$ cat src/hw/rtl/mpq_pkg.sv
// Shared types and constants for the min priority queue core.
// No dependencies; the files that use it refer to it by scoped names.
`default_nettype none

package mpq_pkg;

    localparam int KEY_W       = 64;
    localparam int PORT_PRIO_W = 16;
    localparam int TOTAL_W     = 5;

    typedef enum logic [1:0] {
        CMD_ENQUEUE = 2'd0,
        CMD_DEQUEUE = 2'd1,
        CMD_CHANGE  = 2'd2,
        CMD_CLEAR   = 2'd3
    } cmd_t;

    typedef enum logic [1:0] {
        STS_OK        = 2'd0,
        STS_EMPTY     = 2'd1,
        STS_NOT_FOUND = 2'd2,
        STS_FULL      = 2'd3
    } status_t;

    typedef enum logic [2:0] {
        ST_IDLE,
        ST_APPLY,
        ST_SCAN_DEQ,
        ST_SHIFT,
        ST_SCAN_CHG,
        ST_SCAN_HEAD,
        ST_DONE
    } state_t;

    typedef struct packed {
        cmd_t                           cmd;
        logic [KEY_W-1:0]               key;
        logic signed [PORT_PRIO_W-1:0]  priority_req;
    } req_t;

    typedef struct packed {
        status_t                        status;
        logic [KEY_W-1:0]               out_key;
        logic signed [PORT_PRIO_W-1:0]  out_priority;
        logic [KEY_W-1:0]               head_key;
        logic signed [PORT_PRIO_W-1:0]  head_priority;
        logic [TOTAL_W-1:0]             entry_total;
    } rsp_t;

    // Per-cycle commands broadcast from the sequencer to every cell
    typedef struct packed {
        logic write_en;     // enqueue: the cell at the fill index loads
        logic shift_en;     // dequeue: cells at or above the head index take their neighbor
        logic change_mode;  // scan wave also carries the first-match token
    } cell_ctrl_t;

endpackage

`default_nettype wire

$ cat src/hw/rtl/mpq_cell.sv
// One storage cell of the queue: holds a key and priority, takes part in
// the compare wave and the shift on removal. Depends on mpq_pkg.
`default_nettype none

module mpq_cell #(
    parameter int CAPACITY  = 16,
    parameter int PRIO_BITS = 16,
    parameter int INDEX     = 0,
    localparam int CNTW     = $clog2(CAPACITY + 1),
    localparam int IDXW     = $clog2(CAPACITY)
) (
    input  logic                               clk,
    input  logic                               rst_n,
    input  mpq_pkg::cell_ctrl_t                ctrl,
    input  logic [CNTW-1:0]                    fill_count,
    input  logic [IDXW-1:0]                    head_idx,
    input  logic [mpq_pkg::KEY_W-1:0]          new_key,
    input  logic signed [PRIO_BITS-1:0]        new_prio,
    input  logic [mpq_pkg::KEY_W-1:0]          nbr_key,
    input  logic signed [PRIO_BITS-1:0]        nbr_prio,
    output logic [mpq_pkg::KEY_W-1:0]          own_key,
    output logic signed [PRIO_BITS-1:0]        own_prio,
    input  logic                               in_vld,
    input  logic                               in_has,
    input  logic                               in_found,
    input  logic [mpq_pkg::KEY_W-1:0]          in_key,
    input  logic signed [PRIO_BITS-1:0]        in_prio,
    input  logic [IDXW-1:0]                    in_idx,
    output logic                               out_vld,
    output logic                               out_has,
    output logic                               out_found,
    output logic [mpq_pkg::KEY_W-1:0]          out_key,
    output logic signed [PRIO_BITS-1:0]        out_prio,
    output logic [IDXW-1:0]                    out_idx
);

    logic [mpq_pkg::KEY_W-1:0]   key_reg;
    logic signed [PRIO_BITS-1:0] prio_reg;

    logic                        vld_reg;
    logic                        has_reg;
    logic                        found_reg;
    logic [mpq_pkg::KEY_W-1:0]   best_key_reg;
    logic signed [PRIO_BITS-1:0] best_prio_reg;
    logic [IDXW-1:0]             best_idx_reg;

    logic occupied;
    logic better;
    logic take;
    logic hit;

    assign occupied = CNTW'(INDEX) < fill_count;
    // strict compare: an earlier equal entry keeps the lead
    assign better   = !in_has || (prio_reg < in_prio) ||
                      ((prio_reg == in_prio) && (key_reg < in_key));
    assign take     = occupied && better;
    assign hit      = ctrl.change_mode && in_vld && !in_found && occupied &&
                      (key_reg == new_key);

    always_ff @(posedge clk)
    begin
        if (ctrl.write_en && (CNTW'(INDEX) == fill_count))
        begin
            key_reg  <= new_key;
            prio_reg <= new_prio;
        end
        else if (ctrl.shift_en && (head_idx <= IDXW'(INDEX)))
        begin
            key_reg  <= nbr_key;
            prio_reg <= nbr_prio;
        end
        else if (hit)
        begin
            prio_reg <= new_prio;
        end
    end

    always_ff @(posedge clk or negedge rst_n)
    begin
        if (!rst_n)
        begin
            vld_reg   <= 1'b0;
            has_reg   <= 1'b0;
            found_reg <= 1'b0;
        end
        else
        begin
            vld_reg   <= in_vld;
            has_reg   <= in_has || take;
            found_reg <= in_found || hit;
        end
    end

    always_ff @(posedge clk)
    begin
        best_key_reg  <= take ? key_reg : in_key;
        best_prio_reg <= take ? prio_reg : in_prio;
        best_idx_reg  <= take ? IDXW'(INDEX) : in_idx;
    end

    assign own_key   = key_reg;
    assign own_prio  = prio_reg;
    assign out_vld   = vld_reg;
    assign out_has   = has_reg;
    assign out_found = found_reg;
    assign out_key   = best_key_reg;
    assign out_prio  = best_prio_reg;
    assign out_idx   = best_idx_reg;

endmodule

`default_nettype wire

$ cat config.mk
export PLATFORM = sky130hd
export DESIGN_NAME = mpq_cell
export DESIGN_NICKNAME = d
export VERILOG_FILES = /design/src/hw/rtl/mpq_pkg.sv /design/src/hw/rtl/mpq_cell.sv
export SDC_FILE = /design/constraint.sdc
export NUM_CORES = 1
export LEC_CHECK = 0
export BUFFER_PORTS_ARGS = -buffer_cell sky130_fd_sc_hd__buf_2
export CORE_AREA = 2 2 166 168
export CTS_CLUSTER_DIAMETER = 120
export CTS_CLUSTER_SIZE = 30
export DETAILED_ROUTE_END_ITERATION = 16
export DIE_AREA = 0 0 168 170
export SLEW_MARGIN = 30
export SYNTH_ARGS = -nofsm -noshare
export SYNTH_HDL_FRONTEND = slang
export SYNTH_SLANG_ARGS = --single-unit
$ cat constraint.sdc
create_clock -name clk -period 3.2 [get_ports clk]
set_input_delay 0 -clock clk [delete_from_list [all_inputs] [get_ports clk]]
set_output_delay 0 -clock clk [all_outputs]
set_load 0.005 [all_outputs]
Yosys cells after proc, flatten, opt, wreduce, memory -nomap -nowiden:

Cells that the tools add are included.

* magnitude comparators: 4
* equal/unequal tests: 2
* multiplexer cells: 7
* reductions and logical operators: 17

Operators by type and width (count)
* 64-bit two-way mux: 3
* 64-bit == test: 1
* 64-bit less-than comparator: 1
* 16-bit two-way mux: 4
* 16-bit == test: 1
* 16-bit less-than comparator: 1
* 1-bit logical AND: 8
* 5-bit logical NOT: 1
* 1-bit by 5-bit less-than comparator with 1-bit output (first input constant): 1
* 4-bit by 1-bit less-or-equal comparator with 1-bit output (second input constant): 1
* 1-bit logical OR: 4
* 3-bit nonzero test: 1
* 1-bit logical NOT: 2
* 2-bit nonzero test: 1

* flip-flop bits (word level): 167
* output and inout bits: 167
* logic and storage cells: 38

Depth between registers and ports, before layout:

Gate-level depths: netlist of run 1.

* depth in word-level cells: 7
* gate-level depth with buffers: 12
* depth with buffers taken out: 10

Least setup slack after synthesis of run 1:

OpenSTA, ideal clock, no wires.

* kind: input-to-reg
* start point: input fill_count[3]
* end point: register key_reg, in the netlist own_key[0], enable pin
* library setup time: 0.424 ns
* data arrival time: 2.744 ns
* data required time: 2.776 ns
* slack: 0.033 ns
* cell stages on the path: 6
* cell sequence: or4_1 nor2_1 nand2_1 clkbuf_1 clkbuf_1 nand2_1

* cells in the longest elaborated chain, start to end: 3

RTL lines
* from (decl): RTL line mpq_cell.sv:15 `input logic [CNTW-1:0] fill_count,`
* 5-bit logical NOT: RTL line mpq_cell.sv:62 `if (ctrl.write_en && (CNTW'(INDEX) == fill_count))`
* 1-bit logical AND: RTL line mpq_cell.sv:62
* 2-bit nonzero test (no source line)
* to (signal assigned): RTL line mpq_cell.sv:64 `key_reg <= new_key;`
* to (signal assigned): RTL line mpq_cell.sv:69 `key_reg <= nbr_key;`
* to (decl): RTL line mpq_cell.sv:37 `logic [mpq_pkg::KEY_W-1:0] key_reg;`

No other way between the ends.
A chain may end at the register's enable or synchronous reset.

Worst setup path after layout of run 1:

* start point: register prio_reg[15] (netlist: own_prio[15])
* end point: register best_key_reg, in the netlist out_key[19]

* cells in the longest elaborated chain, start to end: 5

RTL lines
* from (decl): RTL line mpq_cell.sv:38 `logic signed [PRIO_BITS-1:0] prio_reg;`
* from (signal assigned): RTL line mpq_cell.sv:65 `prio_reg <= new_prio;`
* from (signal assigned): RTL line mpq_cell.sv:70 `prio_reg <= nbr_prio;`
* from (signal assigned): RTL line mpq_cell.sv:74 `prio_reg <= new_prio;`
* 16-bit less-than comparator or 16-bit == test (tied branches): RTL line mpq_cell.sv:54, mpq_cell.sv:55
* 1-bit logical OR or 1-bit logical AND (tied branches): RTL line mpq_cell.sv:54, mpq_cell.sv:55
* 1-bit logical OR *: RTL line mpq_cell.sv:54 `assign better = !in_has || (prio_reg < in_prio) ||`
* 1-bit logical AND *: RTL line mpq_cell.sv:56 `assign take = occupied && better;`
* 64-bit two-way mux *: RTL line mpq_cell.sv:96 `best_key_reg <= take ? key_reg : in_key;`
* to (signal assigned): RTL line mpq_cell.sv:96
* to (decl): RTL line mpq_cell.sv:43 `logic [mpq_pkg::KEY_W-1:0] best_key_reg;`

Mark *: on every way between the ends. The rest lies on a longest branch, timed or not.

==> results of run 1 <==
[metal layers]
layer	GRT usage, %	up-vias	wire [um]
met5	0	-	0
met4	9.04	0	1120
met3	4.35	67	2180
met2	45.2	413	19000
met1	33.1	4557	16500
li1	-	4526	-
[kinds of logic after synthesis]
family,count (synthesis)
AO/OA/AOI/OAI,194
XOR/XNOR,64
multiplexers,97
buffers and inverters,117
adder cells (fa/ha/maj),79
flip-flops,167
AND/OR/NAND/NOR,98
[path summary, 6_finish.rpt]
check | startpoint | endpoint | slack, ps | cells past startpoint
max | own_prio[15]$_DFFE_PP_ | out_key[19]$_DFF_P_ | 100 | 10
min | new_key[60] | out_found$_DFF_PN0_ | 80 | 5
max reg2reg | own_prio[15]$_DFFE_PP_ | out_key[19]$_DFF_P_ | 100 | 10
min reg2reg | own_prio[15]$_DFFE_PP_ | out_prio[15]$_DFF_P_ | 540 | 1
max in group asynchronous | rst_n | out_vld$_DFF_PN0_ | 2530 | 3
min in group asynchronous | rst_n | out_has$_DFF_PN0_ | 470 | 3
[synth_stat cells, types with 9 or more instances]
| cell type | number |
|---|---|
| nand2_1 | 24 |
| a21oi_1 | 31 |
| a21o_1 | 9 |
| inv_1 | 80 |
| nand3_1 | 10 |
| nand4_1 | 17 |
| edfxtp_1 | 80 |
| ha_1 | 79 |
| a221o_1 | 68 |
| dfxtp_1 | 84 |
| o21ai_0 | 10 |
| xor2_1 | 56 |
| mux2_2 | 89 |
| a22o_1 | 65 |
| clkbuf_1 | 26 |
| nor4_1 | 17 |
[stage by stage]
stage / area (um^2) / hold WS [ps] / setup TNS [ps] / std cells / total power [W]
6_report: 15400 / 81.9 / 0 / 1866 / 0.00599
5_1_grt: 15400 / 140 / -8.95 / 1866 / 0.00624
4_1_cts: 15300 / 88.9 / 0 / 1864 / 0.00601
3_5_place_dp: 12200 / -177 / 0 / 1582 / 0.00356
3_3_place_gp: 12200 / -177 / 0 / 1582 / 0.00355
2_1_floorplan: 9450 / -296 / 0 / 816 / 0.00300
[cell type report]
| class | count | area [um^2] | area share (%) |
|---|---|---|---|
| clock buffers | 18 | 429 | 2.79 |
| repair buffers | 712 | 4990 | 32.5 |
| flip-flops and latches | 167 | 4160 | 27.1 |
| diodes | 1 | 2.50 | 0.0163 |
| inverters | 80 | 300 | 1.95 |
| clock inverters | 14 | 175 | 1.14 |
| multi-input cells | 533 | 4880 | 31.8 |
| well taps | 341 | 427 | 2.78 |
[worst min-delay path: cells and delay by family]
family / cells / cell delay, ps
and+or+nand+nor: 3 / 310
buffers and inverters: 1 / 90
xor gates and xnor gates: 1 / 70
[where the power goes]
part	total, W	switching (W)	internal (W)
logic	0.00132	0.000570	0.000746
clock network	0.00220	0.00101	0.00119
registers	0.00247	0.0000798	0.00239
[sequential cells by signal (all words and copies together), names as in the netlist]
| name | flops |
|---|---|
| out_vld | 1 |
| out_found | 1 |
| out_key | 64 |
| out_idx | 4 |
| own_prio | 16 |
| out_prio | 16 |
| own_key | 64 |
| out_has | 1 |
[what timing repair did]
item                                    CTS  global route
gates resized for setup                   0             4
hold buffers                            250             0
endpoints found under the setup margin    0            43
endpoints found under the hold margin   170             0
setup buffers                             0             0
[cells in the final DEF (no fill, tap or decap), types with 6 or more instances in the layout]
cell / synthesis / layout
nor4_1: 17 / 16
dlygate4sd3_1: 0 / 250
a21o_1: 9 / 8
buf_2: 5 / 427
a21oi_1: 31 / 31
xor2_1: 56 / 56
nor2b_1: 6 / 6
inv_1: 80 / 80
a22o_1: 65 / 65
ha_1: 79 / 79
dfxtp_1: 84 / 84
clkbuf_16: 0 / 17
mux2_4: 7 / 7
a221o_1: 68 / 68
mux2_2: 89 / 89
edfxtp_1: 80 / 80
nand3_1: 10 / 10
inv_6: 0 / 6
nor2_1: 7 / 6
nand2_1: 24 / 22
nand4_1: 17 / 17
o21ai_0: 10 / 10
xnor2_1: 8 / 8
buf_12: 0 / 7
buf_4: 5 / 27
==> results_dict.tcl, run 1 <==
set metrics [dict create \
    power.density_nw_per_um2 390 \
    critical_path.cell_chain "ha_1 -> and4_4 -> nand3_1 -> a21oi_1 -> or4_4 -> mux2i_4 -> a21o_2 -> buf_4 -> a22o_1 -> a221o_1" \
    utilization_pct 57.7 \
    worst_skew_pair.late_latency_ps 430 \
    layout.nets 1851 \
    slew_headroom_pct 45.8 \
    setup_viol 0 \
    grt_pass1_vias 9618 \
    synth-xor-area-share_pct 5.93 \
    synth_mux_area_share_pct 11.8 \
    fmax_ghz 0.322 \
    yosysTopAreaCellShare_pct 25.4 \
    layout_min_cycle_time_ps 3100 \
    post_drt_wl_per_cell_um 20.7 \
    crit_fanout 21 \
    netlist_area_um2 9450 \
    port_buffers 427 \
    die-area_um2 28600 \
    cts_max_level 4 \
    synthAdderAreaFrac_pct 10.5 \
    synth-simple-area-share_pct 5.68 \
    async_reset_ff_share_pct 1.80 \
    grt_use_total_pct 26.1 \
    final-hold-violation-count 0 \
    dr.pass1.iters 6 \
    worst_slew_pin_slew_ps 811 \
    crit_type "reg -> reg" \
    synth_top_family_by_area "compound AO/OA/AOI/OAI gates" \
    cts_buffers 17 \
    ios 428 \
    overflow 0 \
    avgSynthCellArea_um2 11.6 \
    layout-drive-gt1-share_pct 39.5 \
    synth-warning-count 0 \
    die_x_um 168 \
    finalWirelength_mm 38.7 \
    hpwl_mm 28.3 \
    cts_tree "done" \
    synth.area.top_cells "edfxtp_1 25%, dfxtp_1 18%, mux2_2 11%, ha_1 10%, a221o_1 7.2%" \
    vias 9563 \
    gp_congestion 0.864 \
    nFillCells 2260 \
    synth-seq-area-share_pct 44.0 \
    slowest_delay_ps 550 \
    crit_family "simple AND/OR/NAND/NOR gates" \
    root_buffer "clkbuf_16" \
    status "finished clean" \
    ant_nets 0 \
    hold_class "in -> reg" \
    cts_sinks 167 \
    maxSlewViolCount 0 \
    std_cell_rows 60 \
    grt_pass1_wl_mm 56.6 \
    grt_start_max_net_pins 46 \
    timing.critical_path.buf_inv 1 \
    start_util_pct 35.5 \
    vias_per_cell 5.12 \
    finClkSkew_ps 13.1 \
    cp_data_required_time_ps 3510 \
    clock_path_buffers 2 \
    yosysUniqueCellTypes 41 \
    clk_pin_slew_ps 70 \
    syn_inst 816 \
    yosys.area.top_type "edfxtp_1" \
    antenna_found_initial 1 \
    synth-seq-cells 167 \
    die_h_um 170 \
    fin_crit_sh_pct 97.0 \
    synth_compound_area_share_pct 17.1 \
    slowest_stage "or4_4" \
    core_um2 26700 \
    synth_top_flop_cell "dfxtp_1" \
    synth-edff-count 80 \
    cap_violations 0 \
    place_ws_ps 127 \
    setup_slack_ps 97.6 \
    synthToLayoutAreaGrowth_pct 62.6 \
    critPathCaptureType "flop" \
    drt_iter0_drc 827 \
    crit_arrival_ps 3420 \
    power_leakage_nw 7.26 \
    ir_drop_uv 329 \
    synth_fp_nets 1156 \
    startpoint_type "flop" \
    drcViolationCount 0 \
]
Power figures use the tool's default switching activity.
==> run 2, diff against run 1 <==
--- a/config.mk
+++ b/config.mk
@@ -6,11 +6,15 @@
 export NUM_CORES = 1
 export LEC_CHECK = 0
 export BUFFER_PORTS_ARGS = -buffer_cell sky130_fd_sc_hd__buf_2
-export CORE_AREA = 2 2 166 168
+export CELL_PAD_IN_SITES_DETAIL_PLACEMENT = 1
+export CELL_PAD_IN_SITES_GLOBAL_PLACEMENT = 1
+export CORE_AREA = 2 2 168 170
+export CTS_BUF_LIST = sky130_fd_sc_hd__clkbuf_8
 export CTS_CLUSTER_DIAMETER = 120
 export CTS_CLUSTER_SIZE = 30
 export DETAILED_ROUTE_END_ITERATION = 16
-export DIE_AREA = 0 0 168 170
+export DIE_AREA = 0 0 170 172
+export PLACE_DENSITY_LB_ADDON = 0.1
 export SLEW_MARGIN = 30
 export SYNTH_ARGS = -nofsm -noshare
 export SYNTH_HDL_FRONTEND = slang
==> run 2 against run 1 <==
Non-clock buffer count down 8. Largest cell class unchanged. Critical path type unchanged. Highest routed layer is now met5. Sequential power about the same. Count of clock-buffer cells in the layout up 2. Critical endpoint is now out_prio[0]$_DFF_P_.
==> results_dict.tcl, run 2 (same netlist as run 1, synthesis figures left out) <==
set metrics [dict create \
    dpl_cell_area_um2 12200 \
    setup_slack_ps 164 \
    ff2ff_setup_slack_ps 160 \
    startpoint_type "flop" \
    whs_ps 77.1 \
    root_buffer "clkbuf_8" \
    critPathCaptureType "flop" \
    power.share.combinational_pct 24.2 \
    busiest_layer "met2" \
    layout-drive-gt1-share_pct 39.4 \
    slowest_stage "nor2_2" \
    crit_family "simple AND/OR/NAND/NOR gates" \
    cts_tree "done" \
    p_seq_share_pct 45.2 \
    ir_drop_uv 203 \
    cp_data_required_time_ps 3610 \
    clock_path_buffers 2 \
    rsz0062_at_grt "false" \
    worst_skew_pair.late_latency_ps 470 \
    finalWirelength_mm 40.9 \
    power_leakage_nw 7.12 \
    timing.critical_path.buf_inv 0 \
    finalSetupTns_ps 0 \
    core_um2 27500 \
    hold_class "in -> reg" \
    power.density_nw_per_um2 361 \
    vias 9638 \
    status "finished clean" \
    hpwl_mm 29.1 \
    final_common_cell "buf_2" \
    place_ws_ps 82.7 \
    layout_min_cycle_time_ps 3040 \
    vias_per_cell 5.16 \
    met2_usage_pct 50.1 \
    worst_slew_pin_slew_ps 825 \
    slowest_delay_ps 670 \
    grt_pass1_wl_mm 59.8 \
    met3_usage_pct 5.72 \
    cts_sinks 167 \
    setup_viol 0 \
    std_cell_rows 61 \
    grt_pass1_vias 10200 \
    fmax_ghz 0.329 \
    post_drt_wl_per_cell_um 21.9 \
    crit_arrival_ps 3440 \
    ios 428 \
    nFillCells 3051 \
    die_x_um 170 \
    dr.pass1.iters 4 \
    finClkSkew_ps 19.0 \
    final-hold-violation-count 0 \
    fin_crit_sh_pct 94.9 \
    synthToLayoutAreaGrowth_pct 60.6 \
    final_area_um2 15200 \
    p_clk_share_pct 30.6 \
    grt_start_max_net_pins 50 \
    cap_violations 0 \
    cts_max_level 4 \
    globalRouteMet1Util_pct 31.6 \
    cts_buffers 17 \
    overflow 0 \
    clk_pin_slew_ps 100 \
    slew_headroom_pct 44.9 \
    final_cell_mix "427 x buf_2, 250 x dlygate4sd3_1, 89 x mux2_2" \
    start_util_pct 34.4 \
    critical_path.cell_chain "ha_1 -> nor2b_1 -> o211ai_1 -> a211oi_1 -> or4_4 -> mux2i_4 -> nor2_2 -> a22o_1 -> a221o_1" \
    p_int_w 0.00391 \
    power.switching_w 0.00156 \
    p_sw_share_pct 28.5 \
    power.total_w 0.00547 \
    crit_type "reg -> reg" \
    layout.nets 1843 \
    crit_fanout 13 \
    maxSlewViolCount 0 \
    gp_congestion 0.792 \
    die-area_um2 29200 \
    drcViolationCount 0 \
    drt_iter0_drc 455 \
    antenna_found_initial 8 \
    ant_nets 0 \
    port_buffers 427 \
    grt_use_total_pct 27.3 \
    die_h_um 172 \
]
-- run 2: repair_timing --
| item | in CTS | in global routing |
|---|---|---|
| hold buffers | 250 | 0 |
| buffers inserted | 0 | 2 |
| endpoints found under the hold margin | 170 | 0 |
| endpoints found under the setup margin | 0 | 76 |
| resized for setup | 0 | 8 |
-- run 2: worst min-delay path: stages --
cell	delay (ps)
buf_2	90
xnor2_1	50
nand4_1	70
or4_1	210
nand2b_1	70
-- run 2: final cells by class --
type	count	area (um^2)	share of cell area, %
diodes	7	17.5	0.115
multi-input cells	533	4900	32.3
well taps	346	433	2.85
clock buffers	20	275	1.81
flip-flops and latches	167	4160	27.4
inverters	80	300	1.98
clock inverters	12	141	0.932
repair buffers	704	4940	32.6
-- run 2: path summary, 6_finish.rpt --
| path | from | end | cells past startpoint |
|---|---|---|---|
| setup / recovery | own_prio[1]$_DFFE_PP_ | out_prio[0]$_DFF_P_ | 9 |
| hold / removal | new_key[2] | out_found$_DFF_PN0_ | 5 |
| setup reg to reg | own_prio[1]$_DFFE_PP_ | out_prio[0]$_DFF_P_ | 9 |
| hold reg to reg | own_prio[12]$_DFFE_PP_ | out_prio[12]$_DFF_P_ | 1 |
| max in group asynchronous | rst_n | out_found$_DFF_PN0_ | 3 |
| min in group asynchronous | rst_n | out_has$_DFF_PN0_ | 3 |
-- run 2: per-stage QoR --
step                util (%)  cells
CTS                     54.9   1859
finish                  55.2   1869
floorplan                  -    816
detailed placement      44.3   1577
global placement        44.3   1577
global route            55.2   1867
-- run 2: metal layers --
metal / routed length [um] / part of all wire, % / vias to the layer above
met3: 2390 / 5.8 / 56
met1: 16600 / 40 / 4712
met2: 20900 / 51 / 357
li1: - / - / 4509
met5: 26 / 0.064 / -
met4: 1040 / 2.5 / 4
-- run 2: power by group through the flow --
stage	clock [W]	sequential (W)	combinational (W)
global placement	0	0.00252	0.00103
finish	0.00167	0.00247	0.00133
CTS	0.00171	0.00247	0.00130
global route	0.00178	0.00249	0.00144
floorplan	0	0.00252	0.000478
detailed placement	0	0.00252	0.00105
==> run 3, diff against run 2 <==
--- a/config.mk
+++ b/config.mk
@@ -14,6 +14,7 @@
 export CTS_CLUSTER_SIZE = 30
 export DETAILED_ROUTE_END_ITERATION = 16
 export DIE_AREA = 0 0 170 172
+export HOLD_SLACK_MARGIN = 0.1
 export PLACE_DENSITY_LB_ADDON = 0.1
 export SLEW_MARGIN = 30
 export SYNTH_ARGS = -nofsm -noshare
==> run 3 against run 2 <==
Sequential share of layout area hardly changed. Die area stayed put. Critical path depth stayed put. Maximum frequency hardly changed. Largest cell class unchanged.
==> results_dict.tcl, run 3 (same netlist as run 1, synthesis figures left out) <==
set metrics [dict create \
    dr.pass1.iters 6 \
    status "finished clean" \
    cts_max_level 4 \
    crit_arrival_ps 3450 \
    final-hold-violation-count 0 \
    setup_viol 0 \
    vias 9643 \
    grt_use_total_pct 27.4 \
    crit_fanout 13 \
    p_sw_share_pct 28.5 \
    power.share.combinational_pct 24.3 \
    slew_headroom_pct 44.8 \
    whs_path_depth 2 \
    p_clk_share_pct 30.5 \
    startpoint_type "flop" \
    ir_drop_uv 203 \
    post_drt_wl_per_cell_um 21.9 \
    root_buffer "clkbuf_8" \
    worst_slew_pin_slew_ps 827 \
    crit_type "reg -> reg" \
    power_leakage_nw 7.13 \
    antenna_found_initial 7 \
    p_int_w 0.00391 \
    setup_slack_ps 162 \
    rr_worst_depth 9 \
    power.total_w 0.00547 \
    utilization_pct 55.3 \
    grt_pass1_vias 10300 \
    hp-start "in_vld" \
    layout_min_cycle_time_ps 3040 \
    layout-drive-gt1-share_pct 39.5 \
    layout.nets 1844 \
    p_seq_share_pct 45.2 \
    die_h_um 172 \
    fin_crit_sh_pct 94.9 \
    hpwl_mm 29.1 \
    die_x_um 170 \
    finalWirelength_mm 40.9 \
    place_ws_ps 82.7 \
    core_um2 27500 \
    clock_path_buffers 2 \
    maxSlewViolCount 0 \
    cts_tree "done" \
    fmax_ghz 0.329 \
    vias_per_cell 5.16 \
    startpoint "own_prio[1]$_DFFE_PP_" \
    gp_congestion 0.792 \
    drt_iter0_drc 462 \
    worst_skew_pair.late_latency_ps 470 \
    cp_data_required_time_ps 3610 \
    drcViolationCount 0 \
    overflow 0 \
    critPathCaptureType "flop" \
    final_cell_mix "427 x buf_2, 251 x dlygate4sd3_1, 89 x mux2_2" \
    power.switching_w 0.00156 \
    finalSetupTns_ps 0 \
    finClkSkew_ps 20.6 \
    synthToLayoutAreaGrowth_pct 60.7 \
    grt_start_max_net_pins 50 \
    die-area_um2 29200 \
    clk_pin_slew_ps 110 \
    port_buffers 427 \
    start_util_pct 34.4 \
    cts_sinks 167 \
    ant_nets 0 \
    std_cell_rows 61 \
    rr_startpoint "own_prio[1]$_DFFE_PP_" \
    final_common_cell "buf_2" \
    ios 428 \
    rsz0062_at_grt "false" \
    cap_violations 0 \
    grt_pass1_wl_mm 59.9 \
    nFillCells 3045 \
    hold_class "in -> reg" \
    cts_buffers 17 \
    power.density_nw_per_um2 360 \
]
run 3: cell types whose count changed in the layout (fill, tap and decap cells not counted), sizes merged:
cell / before / now
dlygate4sd3: 250 / 251
diode: 7 / 6
run 3: power by group through the flow:
stage / sequential, W / combinational [W] / clock (W)
2_1_floorplan: 0.00252 / 0.000478 / 0
3_3_place_gp: 0.00252 / 0.00103 / 0
3_5_place_dp: 0.00252 / 0.00105 / 0
4_1_cts: 0.00247 / 0.00130 / 0.00171
5_1_grt: 0.00249 / 0.00145 / 0.00178
6_report: 0.00247 / 0.00133 / 0.00167
run 3: layout make-up:
cell class,count,area [um^2],area share (%)
Antenna cell,6,15.0,0.0989
Clock buffer,20,275,1.81
Clock inverter,12,141,0.931
Inverter,80,300,1.98
Multi-Input combinational cell,533,4910,32.3
Sequential cell,167,4160,27.4
Tap cell,346,433,2.85
Timing Repair Buffer,705,4950,32.6
run 3: what timing repair did:
item,4_1_cts,5_1_grt
buffers inserted,0,2
resized for setup,0,9
setup endpoints to repair,0,77
hold buffers,251,0
endpoints found under the hold margin,170,0
run 3: through the flow:
stage          std cells  cell area [um^2]  hold WS [ps]
4_1_cts             1860             15100           157
5_1_grt             1867             15200           187
3_3_place_gp        1577             12200          -201
2_1_floorplan        816              9450          -296
6_report            1869             15200           203
3_5_place_dp        1577             12200          -195
run 3: path summary, 6_finish.rpt:
path | end | slack [ps]
setup / recovery | out_prio[0]$_DFF_P_ | 160
hold / removal | out_vld$_DFF_PN0_ | 200
setup reg to reg | out_prio[0]$_DFF_P_ | 160
hold reg to reg | out_prio[12]$_DFF_P_ | 550
max in group asynchronous | out_found$_DFF_PN0_ | 2620
min in group asynchronous | out_has$_DFF_PN0_ | 420
run 3: layer usage:
layer  global-route usage (%)  wire length (um)  up-vias
met2                     49.8             20800      367
met4                     10.4              1250        4
met3                     5.81              2410       68
met1                     31.5             16500     4698
met5                        0                30        -
li1                         -                 -     4506
run 3: critical path: stages, from the launching register on:
cell      delay (ps)
edfxtp_1         450
ha_1             330
nor2b_1          140
o211ai_1         160
a211oi_1          90
or4_4            520
mux2i_4          250
nor2_2           670
a22o_1           240
a221o_1          120
